## src/hw/rtl/pgs_pkg.sv

```systemverilog
`default_nettype none

package pgs_pkg;

  localparam logic [7:0] CH_HASH  = 8'h23;
  localparam logic [7:0] CH_NL    = 8'h0A;
  localparam logic [7:0] CH_SPACE = 8'h20;
  localparam logic [7:0] CH_TAB   = 8'h09;
  localparam logic [7:0] CH_FF    = 8'h0C;
  localparam logic [7:0] CH_VT    = 8'h0B;
  localparam logic [7:0] CH_UNDER = 8'h5F;

  localparam int unsigned NUM_KW = 6;

  typedef enum logic [2:0] {
    PH_LEAD,
    PH_HASH,
    PH_KW,
    PH_CONDSKIP,
    PH_REST
  } phase_e;

  typedef enum logic [2:0] {
    KW_NONE,
    KW_IF,
    KW_IFDEF,
    KW_IFNDEF,
    KW_ELIF,
    KW_ELSE,
    KW_ENDIF
  } kw_e;

  typedef enum logic [2:0] {
    EV_OPEN,
    EV_ELIF,
    EV_ELSE,
    EV_CLOSE,
    EV_CLOSE_EOB
  } ev_e;

  typedef enum logic [1:0] {
    TAG_IF,
    TAG_IFDEF,
    TAG_IFNDEF
  } tag_e;

  // One finished line (or end of buffer) handed from front to back.
  typedef struct packed {
    kw_e  kw;
    logic eob;
  } line_rec_t;

  typedef struct packed {
    ev_e         kind;
    tag_e        tag;
    logic [31:0] line_start;
    logic [31:0] cond_start;
    logic [31:0] line_stop;
    logic        last;
  } res_t;

  function automatic logic is_blank(input logic [7:0] b);
    return (b == CH_SPACE) || (b == CH_TAB) || (b == CH_FF) || (b == CH_VT);
  endfunction

  function automatic logic is_word(input logic [7:0] b);
    return (b >= 8'h30 && b <= 8'h39) || (b >= 8'h61 && b <= 8'h7A) ||
           (b >= 8'h41 && b <= 8'h5A) || (b == CH_UNDER);
  endfunction

  // Keyword text, byte 0 in the low bits (strings are written reversed).
  function automatic logic [7:0] kw_char(input logic [2:0] idx, input logic [2:0] pos);
    logic [47:0] w;
    w = '0;
    case (idx)
      3'd0:    w = 48'("fi");
      3'd1:    w = 48'("fedfi");
      3'd2:    w = 48'("fednfi");
      3'd3:    w = 48'("file");
      3'd4:    w = 48'("esle");
      3'd5:    w = 48'("fidne");
      default: w = '0;
    endcase
    return 8'(w >> {pos, 3'b000});
  endfunction

  function automatic logic [2:0] kw_len(input logic [2:0] idx);
    logic [2:0] n;
    case (idx)
      3'd0:    n = 3'd2;
      3'd1:    n = 3'd5;
      3'd2:    n = 3'd6;
      3'd3:    n = 3'd4;
      3'd4:    n = 3'd4;
      3'd5:    n = 3'd5;
      default: n = 3'd0;
    endcase
    return n;
  endfunction

endpackage

`default_nettype wire

```

## src/hw/rtl/pgs_in_if.sv

```systemverilog
`default_nettype none

interface pgs_in_if;
  logic       valid;
  logic       ready;
  logic [7:0] data_byte;
  logic       end_of_buffer;

  modport source(output valid, data_byte, end_of_buffer, input ready);
  modport sink(input valid, data_byte, end_of_buffer, output ready);
endinterface

`default_nettype wire

```

## src/hw/rtl/pgs_out_if.sv

```systemverilog
`default_nettype none

interface pgs_out_if;
  logic        valid;
  logic        ready;
  logic [2:0]  event_kind;
  logic [1:0]  open_tag;
  logic [31:0] line_start;
  logic [31:0] cond_start;
  logic [31:0] line_stop;
  logic        last_of_run;

  modport source(output valid, event_kind, open_tag, line_start, cond_start, line_stop,
                 last_of_run, input ready);
  modport sink(input valid, event_kind, open_tag, line_start, cond_start, line_stop,
               last_of_run, output ready);
endinterface

`default_nettype wire

```

## src/hw/rtl/pgs_fifo.sv

```systemverilog
`default_nettype none

module pgs_fifo #(
  parameter int unsigned WIDTH = 8
) (
  input  wire logic             clk_i,
  input  wire logic             rst_ni,
  input  wire logic             push_i,
  input  wire logic [WIDTH-1:0] wdata_i,
  input  wire logic             pop_i,
  output logic      [WIDTH-1:0] rdata_o,
  output logic                  full_o,
  output logic                  empty_o
);

  logic [WIDTH-1:0] mem_q [2];
  logic             wr_ptr_q, wr_ptr_d;
  logic             rd_ptr_q, rd_ptr_d;
  logic [1:0]       cnt_q, cnt_d;
  logic             do_push, do_pop;

  assign full_o  = (cnt_q == 2'd2);
  assign empty_o = (cnt_q == 2'd0);
  assign rdata_o = mem_q[rd_ptr_q];

  assign do_push = push_i && !full_o;
  assign do_pop  = pop_i && !empty_o;

  always_comb begin
    wr_ptr_d = do_push ? !wr_ptr_q : wr_ptr_q;
    rd_ptr_d = do_pop ? !rd_ptr_q : rd_ptr_q;
    cnt_d    = cnt_q + {1'b0, do_push} - {1'b0, do_pop};
  end

  always_ff @(posedge clk_i or negedge rst_ni) begin
    if (!rst_ni) begin
      wr_ptr_q <= 1'b0;
      rd_ptr_q <= 1'b0;
      cnt_q    <= 2'd0;
    end else begin
      wr_ptr_q <= wr_ptr_d;
      rd_ptr_q <= rd_ptr_d;
      cnt_q    <= cnt_d;
    end
  end

  always_ff @(posedge clk_i) begin
    if (do_push) begin
      mem_q[wr_ptr_q] <= wdata_i;
    end
  end

endmodule

`default_nettype wire

```

## src/hw/rtl/pgs_front.sv

```systemverilog
`default_nettype none

module pgs_front
  import pgs_pkg::*;
#(
  parameter int unsigned OFFSET_BITS = 32
) (
  input  wire logic                   clk_i,
  input  wire logic                   rst_ni,
  pgs_in_if.sink                      req_i,
  input  wire logic                   full_i,
  output logic                        push_o,
  output line_rec_t                   rec_o,
  output logic      [OFFSET_BITS-1:0] ls_o,
  output logic      [OFFSET_BITS-1:0] cs_o,
  output logic      [OFFSET_BITS-1:0] stop_o
);

  logic [OFFSET_BITS-1:0] off_q, off_d;
  logic [OFFSET_BITS-1:0] lbeg_q, lbeg_d;
  logic [OFFSET_BITS-1:0] cond_q, cond_d;
  phase_e                 phase_q, phase_d;
  logic [NUM_KW-1:0]      cand_q, cand_d;
  logic [2:0]             pos_q, pos_d;
  kw_e                    match_q, match_d;

  logic [OFFSET_BITS-1:0] nxt, cs;
  logic [7:0]             b;
  logic                   nl, eob, accept, run_kw;
  logic [NUM_KW-1:0]      kc, live;
  logic [2:0]             kp;
  kw_e                    mk, kw;

  assign req_i.ready = !full_i;
  assign accept      = req_i.valid && !full_i;
  assign b           = req_i.data_byte;
  assign eob         = req_i.end_of_buffer;
  assign nl          = (b == CH_NL);
  assign nxt         = off_q + OFFSET_BITS'(1);

  always_comb begin
    off_d   = off_q;
    lbeg_d  = lbeg_q;
    cond_d  = cond_q;
    phase_d = phase_q;
    cand_d  = cand_q;
    pos_d   = pos_q;
    match_d = match_q;
    run_kw  = 1'b0;
    kc      = cand_q;
    kp      = pos_q;
    live    = '0;
    mk      = KW_NONE;
    kw      = KW_NONE;
    cs      = '0;

    case (phase_q)
      PH_LEAD: begin
        if (b == CH_HASH) begin
          phase_d = PH_HASH;
        end else if (!is_blank(b) && !nl) begin
          phase_d = PH_REST;
        end
      end
      PH_HASH: begin
        if (!is_blank(b) && !nl) begin
          phase_d = PH_KW;
          cand_d  = '1;
          pos_d   = 3'd0;
          kc      = '1;
          kp      = 3'd0;
          run_kw  = 1'b1;
        end
      end
      PH_KW: begin
        run_kw = 1'b1;
      end
      PH_CONDSKIP: begin
        if (is_blank(b)) begin
          cond_d = nxt;
        end else begin
          phase_d = PH_REST;
        end
      end
      default: begin
      end
    endcase

    // Keyword matcher: all candidates advance on the same byte.
    if (run_kw) begin
      for (int i = 0; i < NUM_KW; i++) begin
        if (kc[i]) begin
          if (kp < kw_len(3'(i))) begin
            live[i] = (b == kw_char(3'(i), kp));
          end else if (kp == kw_len(3'(i)) && !is_word(b)) begin
            mk = kw_e'(3'(i + 1));
          end
        end
      end
      if (mk != KW_NONE) begin
        match_d = mk;
        if (is_blank(b)) begin
          cond_d  = nxt;
          phase_d = PH_CONDSKIP;
        end else begin
          cond_d  = off_q;
          phase_d = PH_REST;
        end
      end else if (live == '0) begin
        phase_d = PH_REST;
      end else begin
        cand_d = live;
        pos_d  = (kp < 3'd7) ? kp + 3'd1 : kp;
      end
    end

    // Line end: a keyword still open at buffer end counts if complete.
    kw = match_d;
    cs = cond_d;
    if (phase_d == PH_KW && match_d == KW_NONE) begin
      for (int i = 0; i < NUM_KW; i++) begin
        if (cand_d[i] && pos_d == kw_len(3'(i))) begin
          kw = kw_e'(3'(i + 1));
        end
      end
      cs = nxt;
    end

    off_d = nxt;
    if (nl || eob) begin
      phase_d = PH_LEAD;
      cand_d  = '1;
      pos_d   = 3'd0;
      match_d = KW_NONE;
      cond_d  = '0;
      lbeg_d  = nxt;
    end
    if (eob) begin
      off_d  = '0;
      lbeg_d = '0;
    end
  end

  assign push_o    = accept && (nl || eob);
  assign rec_o.kw  = kw;
  assign rec_o.eob = eob;
  assign ls_o      = lbeg_q;
  assign cs_o      = cs;
  assign stop_o    = nxt;

  always_ff @(posedge clk_i or negedge rst_ni) begin
    if (!rst_ni) begin
      off_q   <= '0;
      lbeg_q  <= '0;
      cond_q  <= '0;
      phase_q <= PH_LEAD;
      cand_q  <= '1;
      pos_q   <= 3'd0;
      match_q <= KW_NONE;
    end else if (accept) begin
      off_q   <= off_d;
      lbeg_q  <= lbeg_d;
      cond_q  <= cond_d;
      phase_q <= phase_d;
      cand_q  <= cand_d;
      pos_q   <= pos_d;
      match_q <= match_d;
    end
  end

endmodule

`default_nettype wire

```

## src/hw/rtl/pgs_back.sv

```systemverilog
`default_nettype none

module pgs_back
  import pgs_pkg::*;
#(
  parameter int unsigned OFFSET_BITS    = 32,
  parameter int unsigned MAX_NEST_DEPTH = 255
) (
  input  wire logic                   clk_i,
  input  wire logic                   rst_ni,
  input  wire logic                   avail_i,
  input  wire line_rec_t              rec_i,
  input  wire logic [OFFSET_BITS-1:0] ls_i,
  input  wire logic [OFFSET_BITS-1:0] cs_i,
  input  wire logic [OFFSET_BITS-1:0] stop_i,
  output logic                        pop_o,
  pgs_out_if.source                   rsp_o
);

  localparam int unsigned DEPTH_W = $clog2(MAX_NEST_DEPTH + 1);
  localparam logic [DEPTH_W-1:0] DEPTH_MAX = DEPTH_W'(MAX_NEST_DEPTH);

  logic               ig_q, ig_d;
  tag_e               tag_q, tag_d;
  logic [DEPTH_W-1:0] depth_q, depth_d;
  logic               ovalid_q;
  res_t               out_q;
  logic               pend_q;
  res_t               pend_res_q;

  logic [OFFSET_BITS+31:0] ls_w, cs_w, stop_w;
  logic [31:0] ls32, cs32, stop32;
  logic        first_v, second_v, is_open, slot_free;
  res_t        first, second;
  tag_e        tag_new, open_tag;

  assign ls_w   = {32'd0, ls_i};
  assign cs_w   = {32'd0, cs_i};
  assign stop_w = {32'd0, stop_i};
  assign ls32   = ls_w[31:0];
  assign cs32   = cs_w[31:0];
  assign stop32 = stop_w[31:0];

  assign slot_free = !ovalid_q || rsp_o.ready;
  assign pop_o     = avail_i && !pend_q && slot_free;

  assign is_open = (rec_i.kw == KW_IF) || (rec_i.kw == KW_IFDEF) || (rec_i.kw == KW_IFNDEF);

  always_comb begin
    case (rec_i.kw)
      KW_IFDEF:  open_tag = TAG_IFDEF;
      KW_IFNDEF: open_tag = TAG_IFNDEF;
      default:   open_tag = TAG_IF;
    endcase
  end

  always_comb begin
    ig_d     = ig_q;
    depth_d  = depth_q;
    tag_new  = tag_q;
    first_v  = 1'b0;
    second_v = 1'b0;
    first    = '{kind: EV_OPEN, tag: TAG_IF, line_start: ls32, cond_start: cs32,
                 line_stop: stop32, last: 1'b1};

    if (is_open) begin
      if (!ig_q) begin
        ig_d    = 1'b1;
        depth_d = '0;
        tag_new = open_tag;
        first_v = 1'b1;
      end else if (depth_q < DEPTH_MAX) begin
        depth_d = depth_q + DEPTH_W'(1);
      end
    end else if (ig_q && rec_i.kw == KW_ENDIF) begin
      if (depth_q != '0) begin
        depth_d = depth_q - DEPTH_W'(1);
      end else begin
        first_v          = 1'b1;
        first.kind       = EV_CLOSE;
        first.cond_start = '0;
        ig_d             = 1'b0;
      end
    end else if (ig_q && depth_q == '0 && rec_i.kw == KW_ELIF) begin
      first_v    = 1'b1;
      first.kind = EV_ELIF;
    end else if (ig_q && depth_q == '0 && rec_i.kw == KW_ELSE) begin
      first_v          = 1'b1;
      first.kind       = EV_ELSE;
      first.cond_start = '0;
    end
    first.tag = tag_new;

    second = '{kind: EV_CLOSE_EOB, tag: tag_new, line_start: stop32, cond_start: 32'd0,
               line_stop: stop32, last: 1'b1};
    tag_d  = tag_new;
    if (rec_i.eob) begin
      second_v = ig_d;
      ig_d     = 1'b0;
      depth_d  = '0;
      tag_d    = TAG_IF;
    end
    if (first_v && second_v) begin
      first.last = 1'b0;
    end
  end

  always_ff @(posedge clk_i or negedge rst_ni) begin
    if (!rst_ni) begin
      ig_q     <= 1'b0;
      tag_q    <= TAG_IF;
      depth_q  <= '0;
      ovalid_q <= 1'b0;
      pend_q   <= 1'b0;
    end else begin
      if (pop_o) begin
        ig_q    <= ig_d;
        tag_q   <= tag_d;
        depth_q <= depth_d;
      end
      if (slot_free) begin
        if (pend_q) begin
          ovalid_q <= 1'b1;
          pend_q   <= 1'b0;
        end else begin
          ovalid_q <= pop_o && (first_v || second_v);
          pend_q   <= pop_o && first_v && second_v;
        end
      end
    end
  end

  always_ff @(posedge clk_i) begin
    if (slot_free) begin
      if (pend_q) begin
        out_q <= pend_res_q;
      end else if (first_v) begin
        out_q <= first;
      end else begin
        out_q <= second;
      end
      pend_res_q <= second;
    end
  end

  assign rsp_o.valid       = ovalid_q;
  assign rsp_o.event_kind  = out_q.kind;
  assign rsp_o.open_tag    = out_q.tag;
  assign rsp_o.line_start  = out_q.line_start;
  assign rsp_o.cond_start  = out_q.cond_start;
  assign rsp_o.line_stop   = out_q.line_stop;
  assign rsp_o.last_of_run = out_q.last;

endmodule

`default_nettype wire

```

## src/hw/rtl/preprocessor_conditional_group_scanner_unit.sv

```systemverilog
// Conditional group scanner for preprocessor source text.
// req_i takes one source byte per request, with end_of_buffer on the final
// byte of a buffer. rsp_o gives group events for the outermost conditional
// group: open, elif arm, else arm, endif close, and close at end of buffer,
// each with the line start, condition start and line stop offsets.
// Throughput: one byte per cycle while the line queue has room. A byte may
// cause up to two events (open, elif or else, then close at end of buffer on
// the last line); the second goes out once the first is taken, and last_of_run
// marks a byte's final event. Events pass the queue, then the output register.
// The front keeps the per-line keyword match and offsets, a two-entry queue
// holds finished lines, and the back tracks group depth and drives the output
// register. When rsp_o stalls, the queue fills and req_i.ready drops after two
// more line-ending bytes; bytes that end no line are still taken while the
// queue has room.
// Reset clears all offsets and group state; no event is pending after reset.
// After an end_of_buffer byte all offsets and group state return to their reset values.
`default_nettype none

module preprocessor_conditional_group_scanner_unit
  import pgs_pkg::*;
#(
  parameter int unsigned OFFSET_BITS    = 32,
  parameter int unsigned MAX_NEST_DEPTH = 255
) (
  input  wire logic clk_i,
  input  wire logic rst_ni,
  pgs_in_if.sink    req_i,
  pgs_out_if.source rsp_o
);

  localparam int unsigned QW = $bits(line_rec_t) + 3 * OFFSET_BITS;

  logic                   push, pop, full, empty;
  line_rec_t              f_rec, b_rec;
  logic [OFFSET_BITS-1:0] f_ls, f_cs, f_stop, b_ls, b_cs, b_stop;
  logic [QW-1:0]          q_wdata, q_rdata;

  pgs_front #(
    .OFFSET_BITS(OFFSET_BITS)
  ) u_front (
    .clk_i,
    .rst_ni,
    .req_i,
    .full_i(full),
    .push_o(push),
    .rec_o (f_rec),
    .ls_o  (f_ls),
    .cs_o  (f_cs),
    .stop_o(f_stop)
  );

  assign q_wdata = {f_rec, f_ls, f_cs, f_stop};

  pgs_fifo #(
    .WIDTH(QW)
  ) u_queue (
    .clk_i,
    .rst_ni,
    .push_i (push),
    .wdata_i(q_wdata),
    .pop_i  (pop),
    .rdata_o(q_rdata),
    .full_o (full),
    .empty_o(empty)
  );

  assign {b_rec, b_ls, b_cs, b_stop} = q_rdata;

  pgs_back #(
    .OFFSET_BITS   (OFFSET_BITS),
    .MAX_NEST_DEPTH(MAX_NEST_DEPTH)
  ) u_back (
    .clk_i,
    .rst_ni,
    .avail_i(!empty),
    .rec_i  (b_rec),
    .ls_i   (b_ls),
    .cs_i   (b_cs),
    .stop_i (b_stop),
    .pop_o  (pop),
    .rsp_o
  );

endmodule

`default_nettype wire

```

## src/flat_wrapper.sv

```systemverilog
// flat-port wrapper written by rule: the top's interface ports become plain ports
module preprocessor_conditional_group_scanner_unit_flat import pgs_pkg::*;
#(
  parameter int unsigned OFFSET_BITS    = 32,
  parameter int unsigned MAX_NEST_DEPTH = 255
)
  (clk_i, rst_ni, req_i_valid, req_i_data_byte, req_i_end_of_buffer, req_i_ready, rsp_o_valid, rsp_o_event_kind, rsp_o_open_tag, rsp_o_line_start, rsp_o_cond_start, rsp_o_line_stop, rsp_o_last_of_run, rsp_o_ready);
  pgs_in_if req_i_i ();
  pgs_out_if rsp_o_i ();
  input  wire logic clk_i;
  input  wire logic rst_ni;
  input wire logic [$bits(req_i_i.valid)-1:0] req_i_valid;
  input wire logic [$bits(req_i_i.data_byte)-1:0] req_i_data_byte;
  input wire logic [$bits(req_i_i.end_of_buffer)-1:0] req_i_end_of_buffer;
  output wire logic [$bits(req_i_i.ready)-1:0] req_i_ready;
  output wire logic [$bits(rsp_o_i.valid)-1:0] rsp_o_valid;
  output wire logic [$bits(rsp_o_i.event_kind)-1:0] rsp_o_event_kind;
  output wire logic [$bits(rsp_o_i.open_tag)-1:0] rsp_o_open_tag;
  output wire logic [$bits(rsp_o_i.line_start)-1:0] rsp_o_line_start;
  output wire logic [$bits(rsp_o_i.cond_start)-1:0] rsp_o_cond_start;
  output wire logic [$bits(rsp_o_i.line_stop)-1:0] rsp_o_line_stop;
  output wire logic [$bits(rsp_o_i.last_of_run)-1:0] rsp_o_last_of_run;
  input wire logic [$bits(rsp_o_i.ready)-1:0] rsp_o_ready;
  assign req_i_i.valid = req_i_valid;
  assign req_i_i.data_byte = req_i_data_byte;
  assign req_i_i.end_of_buffer = req_i_end_of_buffer;
  assign req_i_ready = req_i_i.ready;
  assign rsp_o_valid = rsp_o_i.valid;
  assign rsp_o_event_kind = rsp_o_i.event_kind;
  assign rsp_o_open_tag = rsp_o_i.open_tag;
  assign rsp_o_line_start = rsp_o_i.line_start;
  assign rsp_o_cond_start = rsp_o_i.cond_start;
  assign rsp_o_line_stop = rsp_o_i.line_stop;
  assign rsp_o_last_of_run = rsp_o_i.last_of_run;
  assign rsp_o_i.ready = rsp_o_ready;
  preprocessor_conditional_group_scanner_unit #(.OFFSET_BITS(OFFSET_BITS), .MAX_NEST_DEPTH(MAX_NEST_DEPTH)) u_core (.clk_i(clk_i), .rst_ni(rst_ni), .req_i(req_i_i), .rsp_o(rsp_o_i));
endmodule
```

## config.mk

```make
export PLATFORM = sky130hd
export DESIGN_NAME = preprocessor_conditional_group_scanner_unit_flat
export DESIGN_NICKNAME = d
export VERILOG_FILES = /design/src/hw/rtl/pgs_pkg.sv /design/src/hw/rtl/pgs_in_if.sv /design/src/hw/rtl/pgs_out_if.sv /design/src/hw/rtl/pgs_fifo.sv /design/src/hw/rtl/pgs_front.sv /design/src/hw/rtl/pgs_back.sv /design/src/hw/rtl/preprocessor_conditional_group_scanner_unit.sv /design/src/flat_wrapper.sv
export SDC_FILE = /design/constraint.sdc
export NUM_CORES = 1
export LEC_CHECK = 0
export CORE_ASPECT_RATIO = 1.75
export CORE_MARGIN = 4
export CORE_UTILIZATION = 25
export CTS_CLUSTER_SIZE = 24
export DETAILED_ROUTE_END_ITERATION = 10
export DONT_BUFFER_PORTS = 1
export GPL_TIMING_DRIVEN = 0
export PLACE_DENSITY = 0.35
export SYNTH_ARGS = -nofsm -noshare
export SYNTH_HDL_FRONTEND = slang
export SYNTH_SLANG_ARGS = --single-unit
```

## constraint.sdc

```tcl
create_clock -name clk_i -period 7.4 [get_ports clk_i]
set_clock_uncertainty 0.15 [all_clocks]
set_input_delay 1.11 -clock clk_i [delete_from_list [all_inputs] [get_ports clk_i]]
set_output_delay 1.11 -clock clk_i [all_outputs]
set_load 0.005 [all_outputs]
```

Yosys cells after proc, flatten, opt, wreduce, memory -nomap -nowiden
Memories as Yosys holds them, arrays and structs flattened. Index checks and enable logic that the tools add are counted.

Bits of input ports: 13. Bits in writable memories: 200. Output and inout bits: 104. Register bits after elaboration: 264. Logic and storage cells: 325. Memories kept: 1.

Memories: u_core.u_queue.mem_q (depth 2, width 100, read ports 1, clocked after memory_dff 0, write ports 1, line pgs_fifo.sv:16) `logic [WIDTH-1:0] mem_q [2];`.

Shift operators: 6. Bitwise operators: 1. Add/subtract/negate cells: 6. Equality and inequality tests: 35. Order comparisons: 14. Reduce and logical (&&, ||, !) cells: 65. Muxes and demuxes: 173.

Operators with widths (count): two-way mux 48 bit (18); two-way mux 32 bit (15); right shift 48 x 6 -> 8 bit (6); two-way mux 3 bit (79); two-way mux 99 bit (1); two-way mux 97 bit (1); equality test 8 bit (6); two-way mux 8 bit (6); two-way mux 1 bit (38); two-way mux 6 bit (6); adder 32 x 1 -> 32 bit (second input constant) (1); equality test 8 x 4 -> 1 bit (second input constant) (4); logical AND 1 bit (31); equality test 3 bit (10); less-than comparator 3 bit (6); equality test 8 x 6 -> 1 bit (second input constant) (2); greater-or-equal comparator 8 x 7 -> 1 bit (second input constant) (2); less-or-equal comparator 8 x 7 -> 1 bit (second input constant) (2); equality test 3 x 2 -> 1 bit (second input constant) (5); two-way mux 2 bit (6); logical OR 1 bit (11); equality test 3 bit (second input constant) (3); zero test 1 bit (9); one-hot mux 3 bit (3 select lines) (1); other kinds (27) (31).

Longest topological paths before layout
Gate-level depths: netlist of the first run.

Depth in word-level cells: 51. Depth in mapped cells: 21. Mapped depth without buffers: 17.

Hierarchy
Synthesis of the first run repeated with hierarchy kept, for this count alone.

Cell total of the unflattened synthesis: 1747. Area, all modules: 21851.0 um^2.

By module, submodules not included: pgs_fifo (area each 7863.8 um^2, sequential area each 6105.9 um^2, cells an instance 329, times used 1); pgs_front (area each 7578.5 um^2, sequential area each 2785.2 um^2, cells an instance 931, times used 1); pgs_back (area each 6404.9 um^2, sequential area each 4409.2 um^2, cells an instance 486, times used 1); preprocessor_conditional_group_scanner_unit (area each 3.8 um^2, sequential area each 0.0 um^2, cells an instance 1, times used 1).

Worst setup path before layout of the first run
No wires, ideal clock.

Path type: input port to flip-flop. Start: input req_i_data_byte[6]. End: memory u_core.u_queue.mem_q[0][0] in the netlist's numbering (enable). Path slack: -0.155 ns. Path buffers: 3. Data arrival time: 6.845 ns. Library setup time: 0.560 ns. Cell stages on the path: 9. Data required time: 6.690 ns. Path through: clkbuf_1 or2_2 nor2_1 and3_1 and3b_1 clkbuf_1 o21ai_1 clkbuf_1 nor2_1.

Word-level cells in the longest chain between the ends: 6.

Ends and longest elaborated chain: start, declared (line flat_wrapper.sv:13) `input wire logic [$bits(req_i_i.data_byte)-1:0] req_i_data_byte;`; equality test 8 x 4 -> 1 bit (line pgs_front.sv:38) `assign nl = (b == CH_NL);`; logical OR 1 bit (line pgs_front.sv:144) `assign push_o = accept && (nl || eob);`; logical AND 1 bit (line pgs_front.sv:144); logical AND 1 bit (line pgs_fifo.sv:26) `assign do_push = push_i && !full_o;`; two-way mux 1 bit (line pgs_fifo.sv:48) `if (do_push) begin`; two-way mux 1 bit (not written as such) (line pgs_fifo.sv:49) `mem_q[wr_ptr_q] <= wdata_i;`; end, declared (line pgs_fifo.sv:16).

No other way between the ends.

Final worst setup path of the first run
Start: input req_i_data_byte[3]. End: memory u_core.u_queue.mem_q[0][32] in the netlist's numbering (data pin).

Word-level cells in the longest chain between the ends: 36.

Ends and longest elaborated chain: equality test 8 x 6 -> 1 bit or equality test 8 x 4 -> 1 bit (tied branches) (line pgs_pkg.sv:63) `return (b == CH_SPACE) || (b == CH_TAB) || (b == CH_FF) || (b == CH_VT);`; logical OR 1 bit (3 in a row) (line pgs_pkg.sv:63); zero test 1 bit (line pgs_front.sv:61, pgs_front.sv:66); logical AND 1 bit (line pgs_front.sv:61, pgs_front.sv:66); two-way mux 3 bit (line pgs_front.sv:66) `if (!is_blank(b) && !nl) begin`; two-way mux 3 bit (line pgs_front.sv:57) `case (phase_q)`; equality test 3 bit (line pgs_front.sv:95) `end else if (kp == kw_len(3'(i)) && !is_word(b)) begin`; logical AND 1 bit (line pgs_front.sv:95); [... 19 more ...]; two-way mux 3 bit (line pgs_front.sv:90) `if (run_kw) begin`; nonzero test 3 bit (line pgs_front.sv:100) `if (mk != KW_NONE) begin`; two-way mux 3 bit (line pgs_front.sv:100); two-way mux 3 bit (line pgs_front.sv:90); equality test 3 x 2 -> 1 bit or zero test 3 bit (tied branches) (line pgs_front.sv:120) `if (phase_d == PH_KW && match_d == KW_NONE) begin`; logical AND 1 bit (line pgs_front.sv:120); two-way mux 32 bit * (line pgs_front.sv:120); net u_core.f_cs[0] (line preprocessor_conditional_group_scanner_unit.sv:35) `logic [OFFSET_BITS-1:0] f_ls, f_cs, f_stop, b_ls, b_cs, b_stop;`.

The timed path passes the listed nets; every way through them passes the cells marked *. The select of a mux whose other input is x is not followed.

==> results.md, run 1 <==
- Drt pass-1 iters: 5
- Min cycle time layout: 6.74 ns
- Core area: 83000 um2
- Total of max-cap violations: 0
- Post-Syn Nets: between 1500 and 2000
- # Post-CTS Setup Buffers: 0
- Synth top area share: 48.3%
- Fin nets: 1808
- Largest net degree at the start of global routing: 129
- Reg2reg end: u_core.u_queue.mem_q[0][32]$_DFFE_PP_
- Setup TNS Final: 0 ns
- HPWL Detailed: 45.7 mm
- Post_cts resized: 0
- TritonCTS Buffers: 45
- Final hold viol count: 0
- Die X-Extent: 226 um
- Total track usage: approximately 14%
- Die Y: just under 400 um
- Clock root buffer: clkbuf_16
- RSZ-0062 raised after global routing: false
- Buffers on Ports: 0
- Row Count: 140
- Via count: 13400
- Worst-skew pair later-pin latency: 0.59 ns
- Worst endpoint required time: 7.49 ns
- Grt total ovfl: 0
- Max rail drop VDD: between 0.0001 and 0.00015 V
- First-pass GRT wire length: 94.9 mm
- Final Setup Violations: 0
- Setup CP Type: primary input to flip-flop
- Number of H-tree levels: 2
- Power Total: 8.12 mW
- Layout cells sized above 1: 10.3%
- Antenna violations before repair: 1
- Register bit count reported by yosys: 464
- Wire per inst: 22.1 um
- Critical Path End Type: flip-flop
- Mapped Cells: 1726
- Status: completed
- Sw frac: between 30% and 40%
- Fill cells: 8614
- Cell Area, Synth: approximately 21000 um2
- Overall routed net length: 63.7 mm
- Register area share after synthesis: 63.7%
- Flop2flop setup slack: 0.98 ns
- Slew headroom: 19.7%
- Synth top area cells: edfxtp_1 (48%), dfrtp_1 (15%), o21ai_0 (4.7%), mux2i_1 (4.7%), nand2_1 (4.6%)
- Avg Inst Size Synth: 12.1 um2
- Residual DRC: 0
- Slew @ Worst Pin: 1.20 ns
- Hold-fix buffers at CTS: 0
- First-iteration detailed-routing DRC count: 706
- Fmax: 148 MHz
- Fin crit share: 91.1%
- Most frequent cell after synthesis: edfxtp_1
- CP arrival: 6.83 ns
- Distinct cells, synth: 86
- Asr flop ratio synth: 27.6%
- Seq pwr share: 46.9%
- Via/cell ratio: 4.64
- CP Launch Type: primary input
- Max clock buf depth: 3
- Power Dens Cells: 339 nW/um2
- Comb pwr share: between 20% and 30%
- Slew Viols, Final: 0
- Synth warn: 0
- Largest area contributor in the netlist: edfxtp_1
- Final RePlAce weighted congestion: 0.828
- Clock sink count: approximately 460
- Leakage: approximately 8.7 nW
- I/O pins: about 120
- Diode count: 0
- Reg2reg start: u_core.u_front.phase_q[1]$_DFFE_PN0P_
- Worst reg2reg path depth: 17
- Clock-pin slew on the worst setup and hold paths: ~0.060 ns
- Final ANT Viol Nets: 0
- Number of synthesized flops with an enable pin: 336
- CTS tree: yes
- Synthesis-to-layout area growth: 14.7%
- Die area: 88400 um2
- Hold Path Class: primary input to async pin
- NetSw: 2.58 mW
- Crit Path Max Fanout: 10
- Main synth FF type: edfxtp_1
- Vias in the first global route: 14100
- Post-synth top cells: edfxtp_1 (336), nand2_1 (254), o21ai_0 (197), dfrtp_1 (122), mux2i_1 (97)
- Initial Util: 25.1%
- P_int: 5.54 mW
- Clock group share of total power: 29.8%
## flip-flops by register name, indices dropped and copies added (netlist names), 6 cells and up
signal and cells:
u_core.u_back.pend_res_q 34, u_core.u_front.ls_o 32, u_core.u_back.rsp_o.cond_start 32, u_core.u_front.cond_q 32, u_core.u_back.rsp_o.line_start 32, u_core.u_front.off_q 32, u_core.u_queue.mem_q 200, u_core.u_back.depth_q 8
u_core.u_front.cand_q 6, u_core.u_back.rsp_o.line_stop 32
## how the worst max path moves through the flow
stage	startpoint	end	slack, ns	depth (start not counted)
3_3_place_gp	req_i_data_byte[6]	u_core.u_queue.mem_q[0][40]$_DFFE_PP_	-4.81	9
6_report	req_i_data_byte[3]	u_core.u_queue.mem_q[0][32]$_DFFE_PP_	0.66	19
3_5_place_dp	req_i_data_byte[3]	u_core.u_queue.mem_q[1][32]$_DFFE_PP_	-0.06	19
5_1_grt	req_i_data_byte[1]	u_core.u_queue.mem_q[0][32]$_DFFE_PP_	0.20	19
4_1_cts	req_i_data_byte[3]	u_core.u_queue.mem_q[0][32]$_DFFE_PP_	0.57	19
2_1_floorplan	req_i_data_byte[6]	u_core.u_queue.mem_q[0][0]$_DFFE_PP_	-0.16	9
## kinds of logic (layout without fill, tap and decap cells)
kind of cell / count (synthesis) / count (layout) / synth area share [%]
fa+ha+maj: 13 / 13 / 0.779
simple gates: 479 / 479 / 10.2
flops: 464 / 464 / 63.7
compound gates: 385 / 385 / 11.4
mux: 168 / 168 / 8.53
xor+xnor: 52 / 52 / 2.22
buf+inv: 165 / 258 / 3.21
## power groups by stage
| stage | combinational [mW] | clock, mW | sequential [mW] |
|---|---|---|---|
| 2_1_floorplan | 1.22 | 0 | 3.80 |
| 3_3_place_gp | 1.91 | 0 | 3.95 |
| 3_5_place_dp | 1.97 | 0 | 3.88 |
| 4_1_cts | 1.98 | 2.51 | 3.83 |
| 5_1_grt | 2.12 | 2.61 | 3.88 |
| 6_report | 1.89 | 2.42 | 3.80 |
## area by class of cell
cell class,instances,area (um2),share of cell area (%)
Inverter,55,214,0.894
Timing Repair Buffer,9,203,0.847
Sequential cell,464,13300,55.6
Buffer,110,462,1.93
Multi-Input combinational cell,1097,6920,28.9
Clock inverter,21,226,0.946
Clock buffer,63,1280,5.33
Tap cell,1065,1330,5.57
## worst max-delay path: stages
cell and delay [ns]:
buf_6 0.11, or4b_4 0.48, o31ai_1 0.36, nor2_1 0.21
buf_2 0.25, nor2_1 0.43, ha_1 0.24, clkbuf_1 0.42
o211ai_1 0.29, nand2_1 0.18, or2_0 0.16, a21oi_1 0.13
or2_2 0.35, clkbuf_1 0.29, a21oi_2 0.80, clkbuf_1 0.57
nand2_1 0.11, nand2_1 0.12, mux2i_1 0.21
## metrics by stage
stage / instances / util (%) / setup WS [ns] / hold slack [ns] / instance area (um2)
2_1_floorplan: 1726 / - / -0.155 / 0.292 / 20900
3_3_place_gp: 2791 / 26.7 / -4.81 / 0.297 / 22200
3_5_place_dp: 2800 / 27.0 / -0.0584 / 0.305 / 22400
4_1_cts: 2884 / 28.8 / 0.573 / 0.0486 / 23900
5_1_grt: 2884 / 28.8 / 0.205 / 0.0543 / 23900
6_report: 2884 / 28.8 / 0.656 / 0.0967 / 23900
## cells in the final DEF, fill, tap and decap left out, types with 14 or more instances in the layout
cell type and n:
clkbuf_1 108, nor3_1 21, o221ai_1 17, clkbuf_16 47
edfxtp_1 336, nor2_1 92, o31ai_1 15, nand3_1 34
o22ai_1 16, nand2_1 254, dfrtp_1 122, xor2_1 21
mux2_2 68, mux2i_1 97, a22o_1 17, xnor2_1 30
a21oi_1 40, inv_1 51, o21ai_0 197, a31oi_1 14
## layer usage
layer,routed length [um],track usage (%)
met3,2430,2.22
met4,1720,4.34
met5,0,0
met1,24300,15.8
met2,35200,27.7
No activity file was read; power rests on OpenSTA's default activity.
==> run 2: changes to the inputs <==
--- a/config.mk
+++ b/config.mk
@@ -5,8 +5,9 @@
 export SDC_FILE = /design/constraint.sdc
 export NUM_CORES = 1
 export LEC_CHECK = 0
+export ABC_AREA = 1
 export CORE_ASPECT_RATIO = 1.75
-export CORE_MARGIN = 4
+export CORE_MARGIN = 1.5
 export CORE_UTILIZATION = 25
 export CTS_CLUSTER_SIZE = 24
 export DETAILED_ROUTE_END_ITERATION = 10
==> results.md, run 2 <==
- Status: completed
- HPWL Detailed: 52.2 mm (+14%)
- Met3 WL post-DR: 1.79 mm (-26%)
- Grt total ovfl: 0 (unchanged)
- Most frequent cell after synthesis: nand2_1
- Synthesis-to-layout area growth: 15.4%
- Total of max-cap violations: 0 (unchanged)
- Synth top area share: 48.1% (-0.25 points)
- Seq pwr share: 43.4% (-3.5 points)
- Register area share after synthesis: 63.4% (-0.33 points)
- CP Launch Type: primary input
- Final WS setup: 1.59 ns (+0.930 ns)
- Post-synthesis compound-gate area fraction: 12.5% (+1.1 points)
- Multi-input gate area: 6310 um2 (-8.8%)
- Slew headroom: 32.9% (+13 points)
- Initial Util: 25.2% (+0.076 points)
- Final Setup Violations: 0 (unchanged)
- Post-layout util: 29.1% (+0.27 points)
- Min cycle time layout: 5.81 ns (-0.930 ns)
- CP arrival: 5.92 ns (-0.91 ns)
- Fill cells: 8540 (-0.86%)
- Max incr delay on CP: 0.75 ns (-0.05 ns)
- CTS tree: yes
- CP most frequent cell: nand2_1
- Clock group share of total power: 28.8% (-1.0 points)
- Die area: 85700 um2 (-3.0%)
- Max reg flops: 200 (unchanged)
- Synth top area cells: edfxtp_1 (48%), dfrtp_1 (15%), nand2_1 (6.9%), o21ai_0 (4.7%), inv_1 (4.2%)
- Fin nets: 2149 (+19%)
- P_int: 5.80 mW (+4.7%)
- Synth warn: 0 (unchanged)
- Avg Inst Size Synth: 10.2 um2 (-16%)
- Clock-pin slew on the worst setup and hold paths: 0.07 ns (about the same)
- Worst-skew pair later-pin latency: 0.60 ns (about the same)
- Buffers on Ports: 0 (unchanged)
- Drt pass-1 iters: 5 (unchanged)
- Clock root buffer: clkbuf_16
- Core area: 83200 um2 (+0.21%)
- Critical Path End Type: flip-flop
- Commonest non-fill, non-tap cell in the layout: nand2_1
- Final hold viol count: 0 (unchanged)
- Overall routed net length: 68.8 mm (+7.9%)
- Distinct cells, synth: 50 (-42%)
- Hold Path Class: primary input to async pin
- Slew @ Worst Pin: 0.996 ns (-0.206 ns)
- Main synth FF type: edfxtp_1
- Total track usage: 16.1% (+1.8 points)
- Synth Area in Simple Gates: 15.2% (+5.0 points)
- Residual DRC: 0 (unchanged)
- Wire per inst: 21.3 um (-3.6%)
- Via/cell ratio: 4.57 (-1.6%)
- Clock sink count: 464 (unchanged)
- NetSw: 3.13 mW (+22%)
- Post-Syn Nets: 2091 (+19%)
- Crit Path Max Fanout: 10 (unchanged)
- Regs by FF count: u_core.u_queue.mem_q (200), u_core.u_back.pend_res_q (34)
- Worst endpoint required time: 7.51 ns (+0.02 ns)
- I/O pins: 117 (unchanged)
- Die X-Extent: 222 um (-2.0%)
- Layout cells sized above 1: 8.10% (-2.2 points)
- First-iteration detailed-routing DRC count: 925 (+31%)
- Largest family of logic cells by synthesized area: simple AND/OR/NAND/NOR gates
- TritonCTS Buffers: 46 (+2.2%)
- Leakage: 9.39 nW (+7.5%)
- Largest area contributor in the netlist: edfxtp_1
- Max clock buf depth: 3 (unchanged)
- Met1 wire length: 25.8 mm (+6.0%)
- Slew Viols, Final: 0 (unchanged)
- Die Y: 386 um (-1.0%)
- Power Total: 8.94 mW (+10%)
- Setup CP Type: primary input to flip-flop
- Sequential cell area: 13300 um2 (unchanged)
- Fin crit share: 78.6% (-13 points)
- Reg with most FFs: u_core.u_queue.mem_q
- Comb pwr share: 27.8% (+4.5 points)
- CP top delay family: buffers and inverters
- Power Dens Cells: 369 nW/um2 (+8.8%)
- Multiplexer area fraction after synthesis: 0.0477% (-8.5 points)
- Area share of xor/xnor cells in the synthesized design: 1.46% (-0.76 points)
- Post_cts resized: 0 (unchanged)
- WP buf/inv: 8 (+3)
- Pre-CTS setup slack: 0.990 ns (+1.05 ns)
- Most frequent cells in the layout: nand2_1 (382), edfxtp_1 (336), inv_1 (233), o21ai_0 (199), nor2_1 (190)
- Register bit count reported by yosys: 464 (unchanged)
- Vias in the first global route: 15200 (+7.7%)
- Row Count: 140 (unchanged)
- Max layer used: met4
- # Post-CTS Setup Buffers: 0 (unchanged)
- Cell Area, Synth: 21000 um2 (+0.52%)
- Antenna violations before repair: 0 (-1)
- Via count: 14700 (+10%)
- Post-Synth Adder-Cell Area: 0.775% (-0.0040 points)
- Setup TNS Final: 0 ns (unchanged)
- Sw frac: 35.1% (+3.3 points)
- Largest net degree at the start of global routing: 129 (unchanged)
- Hold-fix buffers at CTS: 0 (unchanged)
- Max rail drop VDD: 0.000164 V (+26%)
- First-pass GRT wire length: 102 mm (+8.0%)
- Fmax: 172 MHz (+16%)
- Post-synth top cells: nand2_1 (383), edfxtp_1 (336), inv_1 (233), o21ai_0 (199), nor2_1 (192)
- Final ANT Viol Nets: 0 (unchanged)
- CP Cell Sequence: buf_4, inv_2, nand2_1, nor2_1, nand2_1, nand4_4, buf_4, nand2_1, ha_1, clkbuf_1, nand3_2, nor2_1, o21ai_1, nand2_1, nor2_1, nand2_2, nand2_2, inv_1, clkbuf_1, buf_2, o211ai_1, o21ai_0, inv_1, o21ai_1
- Number of synthesized flops with an enable pin: 336 (unchanged)
- Mapped Cells: 2065 (+20%)
- Diode count: 0 (unchanged)
- RSZ-0062 raised after global routing: false
- Critical path's slowest cell: o21ai_1
- Wire length on met2: 38.7 mm (+9.8%)
- Number of H-tree levels: 2 (unchanged)
- Final RePlAce weighted congestion: 0.837 (+1.1%)
- Asr flop ratio synth: 27.6% (unchanged)
[run 2: metal layers]
layer,up-vias,global-route usage (%)
met5,-,0
met3,96,1.81
met1,7148,16.9
li1,7222,-
met4,0,6.11
met2,278,32.3
[run 2: worst paths after layout]
path	startpoint	endpoint	slack, ns	depth (start not counted)
setup / recovery	req_i_data_byte[0]	u_core.u_queue.mem_q[0][37]$_DFFE_PP_	1.59	24
hold / removal	rst_ni	u_core.u_back.depth_q[3]$_DFFE_PN0P_	0.06	0
setup reg to reg	u_core.u_front.phase_q[2]$_DFFE_PN0P_	u_core.u_queue.mem_q[0][37]$_DFFE_PP_	1.94	20
hold reg to reg	u_core.u_front.ls_o[4]$_DFFE_PN0P_	u_core.u_queue.mem_q[0][68]$_DFFE_PP_	0.32	0
max in group asynchronous	rst_ni	u_core.u_front.cand_q[1]$_DFFE_PN1P_	6.67	0
min in group clk_i	u_core.u_front.ls_o[4]$_DFFE_PN0P_	u_core.u_queue.mem_q[0][68]$_DFFE_PP_	0.32	0
[run 2: cell type report]
| class | count | area share, % |
|---|---|---|
| Inverter | 251 | 3.90 |
| Clock inverter | 34 | 1.71 |
| Buffer | 99 | 1.84 |
| Tap cell | 1065 | 5.50 |
| Multi-Input combinational cell | 1251 | 26.1 |
| Sequential cell | 464 | 54.9 |
| Clock buffer | 52 | 5.02 |
| Timing Repair Buffer | 10 | 1.01 |
[run 2: cells by family (layout without fill, tap and decap cells)]
kind of cell             after synthesis  count (layout)
adder cells (fa/ha/maj)               13              13
AND/OR/NAND/NOR                      744             744
buffers and inverters                350             446
XOR/XNOR                              35              35
AO/OA/AOI/OAI                        458             458
flip-flops                           464             464
multiplexers                           1               1
[run 2: per-stage QoR]
stage,cell area [um2],hold slack [ns],std cells
2_1_floorplan,21000,0.292,2065
3_3_place_gp,22300,0.307,3130
3_5_place_dp,22600,0.309,3140
4_1_cts,24200,0.0136,3226
5_1_grt,24200,0.0235,3226
6_report,24200,0.0607,3226
[run 2: power groups by stage]
stage          Combinational [mW]  Clock (mW)  Sequential [mW]
2_1_floorplan                1.60           0             3.89
3_3_place_gp                 2.49           0             4.03
3_5_place_dp                 2.57           0             3.95
4_1_cts                      2.59        2.67             3.90
5_1_grt                      2.82        2.74             3.94
6_report                     2.48        2.57             3.88
